## src/sv/wgc_pkg.sv

```systemverilog
`default_nettype none
package wgc_pkg;

  localparam int QUAL_W     = 2;
  localparam int WIRE_W     = 7;
  localparam int TBIN_W     = 5;
  localparam int GWIN_W     = 3;
  localparam int ROWS_W     = 4;
  localparam int CFG_DATA_W = 3;

  typedef logic [QUAL_W-1:0]  qual_t;
  typedef logic [WIRE_W-1:0]  wire_t;
  typedef logic [TBIN_W-1:0]  tbin_t;
  typedef logic [GWIN_W-1:0]  gwin_t;
  typedef logic [ROWS_W-1:0]  rows_t;
  typedef logic [0:0]         cfg_idx_t;
  typedef logic [CFG_DATA_W-1:0] cfg_data_t;

  localparam cfg_idx_t CFG_GHOST_WINDOW  = 1'b0;
  localparam cfg_idx_t CFG_GHOST_COMPARE = 1'b1;

  // same-row neighbour view of one wire under decision
  typedef struct packed {
    qual_t q;
    qual_t ql;
    logic  has_right;
    qual_t qr;
  } wgc_nbr_t;

endpackage
`default_nettype wire

```

## src/sv/wgc_decide.sv

```systemverilog
`default_nettype none
module wgc_decide #(
  parameter int HIST_ROWS = 4
) (
  input  wgc_pkg::wgc_nbr_t       nbr,
  input  logic [2*HIST_ROWS-1:0]  left_hist,
  input  logic [2*HIST_ROWS-1:0]  right_hist,
  input  wgc_pkg::rows_t          rows,
  input  logic                    cmp_better,
  output logic                    keep
);
  import wgc_pkg::*;

  logic  hit_l;
  logic  hit_r;
  qual_t old_l;
  qual_t old_r;

  // age k+1 sits in bits 2k+1:2k
  always_comb begin
    hit_l = 1'b0;
    hit_r = 1'b0;
    old_l = '0;
    old_r = '0;
    for (int k = 0; k < HIST_ROWS; k++) begin
      old_l = left_hist[2*k +: 2];
      old_r = right_hist[2*k +: 2];
      if (ROWS_W'(k) < rows) begin
        if (old_l != '0 && (!cmp_better || old_l > nbr.q)) hit_l = 1'b1;
        if (old_r != '0 && (!cmp_better || old_r > nbr.q)) hit_r = 1'b1;
      end
    end
  end

  assign keep = (nbr.q != '0)
             && !(nbr.has_right && nbr.qr > nbr.q)
             && !(nbr.ql != '0 && nbr.ql >= nbr.q)
             && !hit_l
             && !(nbr.has_right && hit_r);

endmodule
`default_nettype wire

```

## src/sv/wire_ghost_cancel.sv

```systemverilog
// Ghost cancellation for wire-group candidates.
// Input channel (in_*): one candidate per transfer, wires in raster order
// along a time-bin row; in_row_last marks the row end. Result channel
// (out_*): one keep/cancel decision per transfer. A wire is decided when
// its right neighbour arrives; the last wire of a row is decided right
// after the wire before it, so a row-end transfer can yield two results.
// Config port (cfg_*): ghost_window at index 0, ghost_compare at index 1;
// the user must see that it is written only while the block is idle, as
// the block does not enforce this. Throughput: one input transfer per
// cycle while in_stall is low; a row end that closes a held wire gives its
// two results one after the other, set by the single output register and
// the one write port of the history memory. A decision goes from the work
// stage to the output register; a row end's second one waits in p_* first.
// Reset (synchronous, rst_n low) empties the pipeline, marks all wire
// histories as empty through per-wire valid bits (no clearing pass) and
// loads ghost_window=1, ghost_compare=0.
// A stall on out_stall holds the output register; the stage behind it
// keeps its item and in_stall rises once it cannot move.
`default_nettype none
module wire_ghost_cancel #(
  parameter int MAX_WIRES      = 128,
  parameter int MAX_GHOST_ROWS = 4
) (
  input  logic               clk,
  input  logic               rst_n,
  input  logic               in_valid,
  output logic               in_stall,
  input  wgc_pkg::qual_t     in_quality,
  input  wgc_pkg::wire_t     in_wire_req,
  input  wgc_pkg::tbin_t     in_time_bin,
  input  logic               in_row_last,
  output logic               out_valid,
  input  logic               out_stall,
  output wgc_pkg::wire_t     out_wire,
  output logic               out_keep,
  output logic               out_row_done,
  input  logic               cfg_we,
  input  wgc_pkg::cfg_idx_t  cfg_index,
  input  wgc_pkg::cfg_data_t cfg_wdata
);
  import wgc_pkg::*;

  localparam int AW = $clog2(MAX_WIRES);
  localparam int HW = 2 * MAX_GHOST_ROWS;

  typedef logic [HW-1:0] hist_t;
  typedef logic [AW-1:0] idx_t;

  function automatic hist_t push(input hist_t h, input qual_t q);
    return (h << 2) | hist_t'(q);
  endfunction

  // configuration
  gwin_t gw_r;
  logic  cmp_r;

  // work stage
  logic  s_vld_r;
  qual_t s_q_r;
  wire_t s_w_r;
  tbin_t s_tb_r;
  logic  s_last_r;
  logic  s_inr_r;
  hist_t s_rd_r;
  logic  s_rdv_r;
  logic  s_byp_r;
  hist_t s_bypd_r;

  // wire waiting for its right neighbour, and the one left of it
  logic  hold_vld_r;
  qual_t hold_q_r;
  wire_t hold_w_r;
  logic  hold_inr_r;
  hist_t hold_hist_r;
  qual_t left_q_r;
  hist_t left_hist_r;

  // second result of a row end
  logic  p_vld_r;
  wire_t p_wire_r;
  logic  p_keep_r;
  logic  p_wen_r;
  idx_t  p_idx_r;
  hist_t p_wdata_r;

  logic  out_vld_r;
  wire_t out_wire_r;
  logic  out_keep_r;
  logic  out_done_r;

  hist_t              hist_mem [MAX_WIRES];
  logic [MAX_WIRES-1:0] vbit_r;

  logic [7:0] in_ext;
  logic [7:0] s_ext;
  logic [7:0] hold_ext;
  logic       in_inr;
  idx_t       in_idx;
  idx_t       s_idx;
  idx_t       hold_idx;
  hist_t      cur_hist;
  hist_t      held_push;
  hist_t      dual_push;
  hist_t      cur_push;
  logic       same;
  logic [4:0] rows5;
  rows_t      rows;
  wgc_nbr_t   nbr_held;
  wgc_nbr_t   nbr_last;
  hist_t      last_lhist;
  logic       keep_held;
  logic       keep_last;
  logic       no_res;
  logic       out_free;
  logic       p_go;
  logic       s_go;
  logic       mk_pend;
  logic       in_rdy;
  logic       in_acc;
  logic       wen;
  idx_t       widx;
  hist_t      wdata;

  assign in_ext   = {1'b0, in_wire_req};
  assign s_ext    = {1'b0, s_w_r};
  assign hold_ext = {1'b0, hold_w_r};
  assign in_inr   = {1'b0, in_ext} < 9'(MAX_WIRES);
  assign in_idx   = in_ext[AW-1:0];
  assign s_idx    = s_ext[AW-1:0];
  assign hold_idx = hold_ext[AW-1:0];

  assign cur_hist = !s_inr_r ? '0 :
                    s_byp_r  ? s_bypd_r :
                    s_rdv_r  ? s_rd_r : '0;

  assign same      = hold_vld_r && s_inr_r && (s_w_r == hold_w_r);
  assign held_push = push(hold_hist_r, hold_q_r);
  assign dual_push = push(held_push, s_q_r);
  assign cur_push  = push(cur_hist, s_q_r);

  // rows searched: min(ghost_window, MAX_GHOST_ROWS, time_bin)
  always_comb begin
    rows5 = 5'(gw_r);
    if (rows5 > 5'(MAX_GHOST_ROWS)) rows5 = 5'(MAX_GHOST_ROWS);
    if (rows5 > s_tb_r) rows5 = s_tb_r;
    rows = rows5[ROWS_W-1:0];
  end

  assign nbr_held   = '{q: hold_q_r, ql: left_q_r, has_right: 1'b1, qr: s_q_r};
  assign nbr_last   = '{q: s_q_r, ql: (hold_vld_r ? hold_q_r : '0),
                        has_right: 1'b0, qr: '0};
  assign last_lhist = hold_vld_r ? hold_hist_r : '0;

  wgc_decide #(.HIST_ROWS(MAX_GHOST_ROWS)) u_dec_held (
    .nbr        (nbr_held),
    .left_hist  (left_hist_r),
    .right_hist (cur_hist),
    .rows       (rows),
    .cmp_better (cmp_r),
    .keep       (keep_held)
  );

  wgc_decide #(.HIST_ROWS(MAX_GHOST_ROWS)) u_dec_last (
    .nbr        (nbr_last),
    .left_hist  (last_lhist),
    .right_hist ('0),
    .rows       (rows),
    .cmp_better (cmp_r),
    .keep       (keep_last)
  );

  // flow control
  assign no_res   = !hold_vld_r && !s_last_r;
  assign out_free = !out_vld_r || !out_stall;
  assign p_go     = p_vld_r && out_free;
  assign s_go     = s_vld_r && !p_vld_r && (out_free || no_res);
  assign mk_pend  = s_go && hold_vld_r && s_last_r;
  assign in_rdy   = p_vld_r ? p_go : (!s_vld_r || (s_go && !mk_pend));
  assign in_acc   = in_valid && in_rdy;
  assign in_stall = !in_rdy;

  // history write port
  always_comb begin
    wen   = 1'b0;
    widx  = s_idx;
    wdata = cur_push;
    priority if (p_go) begin
      wen   = p_wen_r;
      widx  = p_idx_r;
      wdata = p_wdata_r;
    end else if (s_go && hold_vld_r) begin
      wen   = hold_inr_r;
      widx  = hold_idx;
      wdata = (s_last_r && same) ? dual_push : held_push;
    end else if (s_go && s_last_r) begin
      wen   = s_inr_r;
      widx  = s_idx;
      wdata = cur_push;
    end else begin
      wen   = 1'b0;
    end
  end

  always_ff @(posedge clk) begin
    if (wen) hist_mem[widx] <= wdata;
    if (in_acc) s_rd_r <= hist_mem[in_idx];
  end

  always_ff @(posedge clk) begin
    if (!rst_n) begin
      vbit_r <= '0;
    end else if (wen) begin
      vbit_r[widx] <= 1'b1;
    end
  end

  always_ff @(posedge clk) begin
    if (!rst_n) begin
      gw_r  <= GWIN_W'(1);
      cmp_r <= 1'b0;
    end else if (cfg_we) begin
      unique case (cfg_index)
        CFG_GHOST_WINDOW:  gw_r  <= cfg_wdata[GWIN_W-1:0];
        CFG_GHOST_COMPARE: cmp_r <= cfg_wdata[0];
      endcase
    end
  end

  // stage capture; same-edge memory write is forwarded
  always_ff @(posedge clk) begin
    if (!rst_n) begin
      s_vld_r <= 1'b0;
    end else if (in_acc) begin
      s_vld_r <= 1'b1;
    end else if (s_go) begin
      s_vld_r <= 1'b0;
    end
  end

  always_ff @(posedge clk) begin
    if (in_acc) begin
      s_q_r    <= in_quality;
      s_w_r    <= in_wire_req;
      s_tb_r   <= in_time_bin;
      s_last_r <= in_row_last;
      s_inr_r  <= in_inr;
      s_rdv_r  <= vbit_r[in_idx];
      s_byp_r  <= wen && (widx == in_idx);
      s_bypd_r <= wdata;
    end
  end

  // held wire and left neighbour
  always_ff @(posedge clk) begin
    if (!rst_n) begin
      hold_vld_r  <= 1'b0;
      left_q_r    <= '0;
      left_hist_r <= '0;
    end else if (s_go) begin
      if (s_last_r) begin
        hold_vld_r  <= 1'b0;
        left_q_r    <= '0;
        left_hist_r <= '0;
      end else begin
        hold_vld_r  <= 1'b1;
        left_q_r    <= hold_vld_r ? hold_q_r : '0;
        left_hist_r <= hold_vld_r ? hold_hist_r : '0;
      end
    end
  end

  always_ff @(posedge clk) begin
    if (s_go && !s_last_r) begin
      hold_q_r    <= s_q_r;
      hold_w_r    <= s_w_r;
      hold_inr_r  <= s_inr_r;
      hold_hist_r <= same ? held_push : cur_hist;
    end
  end

  always_ff @(posedge clk) begin
    if (!rst_n) begin
      p_vld_r <= 1'b0;
    end else if (mk_pend) begin
      p_vld_r <= 1'b1;
    end else if (p_go) begin
      p_vld_r <= 1'b0;
    end
  end

  always_ff @(posedge clk) begin
    if (mk_pend) begin
      p_wire_r  <= s_w_r;
      p_keep_r  <= keep_last;
      p_wen_r   <= s_inr_r && !same;
      p_idx_r   <= s_idx;
      p_wdata_r <= cur_push;
    end
  end

  // output register
  always_ff @(posedge clk) begin
    if (!rst_n) begin
      out_vld_r <= 1'b0;
    end else if (p_go || (s_go && !no_res)) begin
      out_vld_r <= 1'b1;
    end else if (out_vld_r && !out_stall) begin
      out_vld_r <= 1'b0;
    end
  end

  always_ff @(posedge clk) begin
    if (p_go) begin
      out_wire_r <= p_wire_r;
      out_keep_r <= p_keep_r;
      out_done_r <= 1'b1;
    end else if (s_go && !no_res) begin
      out_wire_r <= hold_vld_r ? hold_w_r : s_w_r;
      out_keep_r <= hold_vld_r ? keep_held : keep_last;
      out_done_r <= !hold_vld_r;
    end
  end

  assign out_valid    = out_vld_r;
  assign out_wire     = out_wire_r;
  assign out_keep     = out_keep_r;
  assign out_row_done = out_done_r;

  // the second result of a row end only waits with the stage empty
  a_pend_excl: assert property (@(posedge clk) disable iff (!rst_n)
    p_vld_r |-> !s_vld_r)
    else $error("pending result with stage occupied");

  // no new item may enter while the pending result is stuck
  a_pend_block: assert property (@(posedge clk) disable iff (!rst_n)
    p_vld_r && !p_go |-> in_stall)
    else $error("input taken behind pending result");

  // row end with a held wire leaves the pending result and clears the hold
  a_pend_made: assert property (@(posedge clk) disable iff (!rst_n)
    mk_pend |=> p_vld_r && !hold_vld_r)
    else $error("row end did not stage its second result");

  // every accepted transfer lands in the stage
  a_stage_fill: assert property (@(posedge clk) disable iff (!rst_n)
    in_acc |=> s_vld_r)
    else $error("accepted item lost");

endmodule
`default_nettype wire
```

## config.mk

```make
export PLATFORM = sky130hd
export DESIGN_NAME = wire_ghost_cancel
export DESIGN_NICKNAME = d
export VERILOG_FILES = /design/src/sv/wgc_pkg.sv /design/src/sv/wgc_decide.sv /design/src/sv/wire_ghost_cancel.sv
export SDC_FILE = /design/constraint.sdc
export NUM_CORES = 1
export LEC_CHECK = 0
export ABC_AREA = 1
export BUFFER_PORTS_ARGS = -buffer_cell sky130_fd_sc_hd__buf_4
export CELL_PAD_IN_SITES_DETAIL_PLACEMENT = 1
export CELL_PAD_IN_SITES_GLOBAL_PLACEMENT = 2
export CORE_MARGIN = 4
export CORE_UTILIZATION = 43
export DETAILED_ROUTE_END_ITERATION = 8
export PLACE_DENSITY = 0.83
export RECOVER_POWER = 100
export SLEW_MARGIN = 20
export SYNTH_ARGS = -nofsm -noshare
export SYNTH_HDL_FRONTEND = slang
export SYNTH_SLANG_ARGS = --single-unit
```

## constraint.sdc

```tcl
create_clock -name clk -period 8.6 [get_ports clk]
set_clock_uncertainty 0.15 [all_clocks]
set_input_delay 1.72 -clock clk [delete_from_list [all_inputs] [get_ports clk]]
set_output_delay 1.72 -clock clk [all_outputs]
set_load 0.05 [all_outputs]
```

==> reports/metrics.yaml <==
outcome:
  outcome: "finished, violations left"
  violations: "max-capacitance violations, max-slew violations"
drt:
  ant_nets: 0
  route.vias.total: 36040
  wl_per_cell_um: 24.00
  via_per_inst: 5.586
  drc: 0
  first_pass_iters: 8
  drt_iter0_markers: 3251
  routed_wl_um: 154800
sta:
  setup_viol: 0
  worst_slew_margin_rel: -1.084
  tns_ns: 0
  period_share: 0.7647
  worstMarginPinSlew_ns: 3.109
  final_max_slew_viol_count: 651
  fmax_mhz: 152.1
  hold_slack_ns: 0.3003
  rsz0062_at_grt: "false"
  final.min_clock_period_ns: 6.576
  hold_viol_final: 0
logic_synthesis:
  ys_seq_elements: 1246
  syn_avg_cell_area_um2: 10.85
  ys.flop_type: "edfxtp_1"
  async_reset_ff_frac: 0
  synth.distinct_cells: 40
  seq_area_frac_synth: 0.6903
  synth_fp_nets: 4855
  synthCells: 4798
  yosysWarnings: 0
  syn_area_um2: 52070
  synth_edf_count: 1099
min_path:
  hold_path.class: "reg2reg"
cells_and_area:
  finish.instance_area_um2: 57800
  nets: 4781
  post-route-util: 0.4811
  drive_gt1_frac: 0.05931
  syn2layout_area_growth_pct: 10.99
clocking:
  cts_root_buf: "clkbuf_16"
  holdBufCountCts: 0
  numCtsBuffers: 136
  clock_latency_ns: 0.75
  cts_buffer_depth: 3
  cts_tree: "yes"
  path_clk_slew_ns: 0.06
  postCtsSetupBuffers: 0
  cts_resized: 0
  htreeDepth: 4
  clkSinkCount: 1246
critical_path:
  crit_type: "reg2out"
  cp_max_fo: 28
  cp.required_ns: 6.73
  crit_path_frequent_cell: "nand2_1"
  cp_cell_sequence: "clkbuf_1 > clkinvlp_2 > nand2_1 > nand2_1 > nand3_4 > inv_1 > nand2_1 > nand3_1 > o21ai_0 > inv_1 > buf_4"
  critPathBufInv: 5
  cp-end-kind: "output pin"
  critPathTopFamily: "buffers and inverters"
  slowest_stage: "clkbuf_1"
  crit_arrival_ns: 4.71
  start_kind: "flop"
  crit_path_max_incr_delay_ns: 1.11
place:
  place_congestion: 0.8006
  io_buffers: 34
  dp_hpwl_um: 88520
  placed_area_um2: 53590
floorplanning:
  ioPinCount: 35
  die_h_um: 356.0
  rows: 127
  dieArea_um2: 126700
  die_w_um: 356.0
  core_um2: 120100
  initial_core_util: 0.4335
power_and_ir_drop:
  p_per_area_nw_per_um2: 232.4
  ir_drop_v: 0.0001400
  cellLeakagePower_nw: 21.26
  p_total_mw: 13.43
grt:
  gr-total-overflow: 0
  grt_usage: 0.2438
  grt_pass1_wl_um: 234100
  grt_max_degree: 178
  first_global_vias: 37670
  antenna_found_initial: 2
flow_run:
  maxCapViolCount: 13
report_power, final:
part / switching [mW] / internal [mW]
clock: 2.39 / 3.35
sequential: 0.0194 / 6.70
combinational: 0.767 / 0.206
state kept, by name, summed over array words and instances, names as in the netlist, 7 cells and up:
signal / count
out_wire: 7
hold_idx: 7
vbit_r: 128
hold_hist_r: 8
hist_mem: 1024
p_idx_r: 7
s_rd_r: 8
s_bypd_r: 8
s_idx: 7
left_hist_r: 8
p_wdata_r: 8
final timing paths:
| path | slack, ns | cells past startpoint | to | start |
|---|---|---|---|---|
| setup / recovery | 2.02 | 11 | in_stall | hold_vld_r |
| hold / removal | 0.30 | 2 | vbit_r[15] | vbit_r[15] |
| setup reg to reg | 2.09 | 14 | hist_mem[116][6] | hold_vld_r |
| hold reg to reg | 0.30 | 2 | vbit_r[15] | vbit_r[15] |
routing by layer:
layer,part of all wire,wire [um],up-vias,GRT usage
li1,-,-,16460,-
met1,0.43,67040,18260,0.3260
met2,0.47,73500,1033,0.3981
met3,0.058,8957,281,0.04602
met4,0.034,5303,2,0.08942
met5,0.000084,13,-,0
cell usage in the layout (no fill, tap or decap), types with 4 or more instances in the layout:
cell type  instances
clkbuf_2           4
nand2_4            6
nor2_1           358
nand2_2            4
inv_1            400
nand3_1          552
buf_12             9
clkinv_2          23
clkbuf_16        144
a22oi_1            5
o21ai_0          445
clkbuf_8          11
buf_4             23
nand2_1          994
o22ai_1          131
edfxtp_1        1099
clkbuf_4           9
clkinv_1          20
ha_1              33
inv_6              4
bufinv_16          6
clkinv_8           4
a21oi_1          281
clkbuf_1          70
dfxtp_1          147
inv_2              4
nor2_4            14
kinds of logic (layout without fill, tap and decap cells):
logic type / Yosys count / count (layout) / synth area share
compound gates: 879 / 879 / 0.08900
xor+xnor: 1 / 1 / 0.0001682
fa+ha+maj: 33 / 33 / 0.007929
buf+inv: 701 / 742 / 0.05397
flops: 1246 / 1246 / 0.6903
other cells: 0 / 1 / 0
simple gates: 1938 / 1938 / 0.1587
Yosys cell counts (all sizes together) (3+ instances only):
library cell | n | area [um^2]
o21ai | 449 | 2258
inv | 409 | 1538
o22ai | 131 | 819.5
a21oi | 285 | 1449
clkbuf | 168 | 630.6
buf | 121 | 629.4
dfxtp | 147 | 2943
nand2 | 1006 | 3871
nand3 | 553 | 2780
a21boi | 3 | 22.52
edfxtp | 1099 | 33000
ha | 33 | 412.9
nor2 | 372 | 1569
clkinv | 3 | 12.51
a22oi | 5 | 37.54
area by class of cell:
class	count	area (um^2)
Fill cell	12870	62330
Sequential cell	1246	35940
Multi-Input combinational cell	2851	13250
Clock buffer	197	3913
Tap cell	1612	2017
Inverter	412	1570
Timing Repair Buffer	77	630.6
Clock inverter	56	471.7
Antenna cell	1	2.502
metrics by stage:
| stage | instances | worst slack (ns) |
|---|---|---|
| 2_1_floorplan | 4798 | 1.508 |
| 3_3_place_gp | 6192 | 3.131 |
| 3_5_place_dp | 6192 | 3.042 |
| 4_1_cts | 6445 | 3.379 |
| 5_1_grt | 6451 | 1.730 |
| 6_report | 6452 | 2.024 |
worst register-to-register path, delay by kind of cell (launching register included):
| kind | cells | cell delay, ns |
|---|---|---|
| flops | 1 | 0.30 |
| simple gates | 8 | 2.81 |
| buf+inv | 5 | 2.73 |
| compound gates | 1 | 0.18 |
Power figures use the tool's default switching activity.
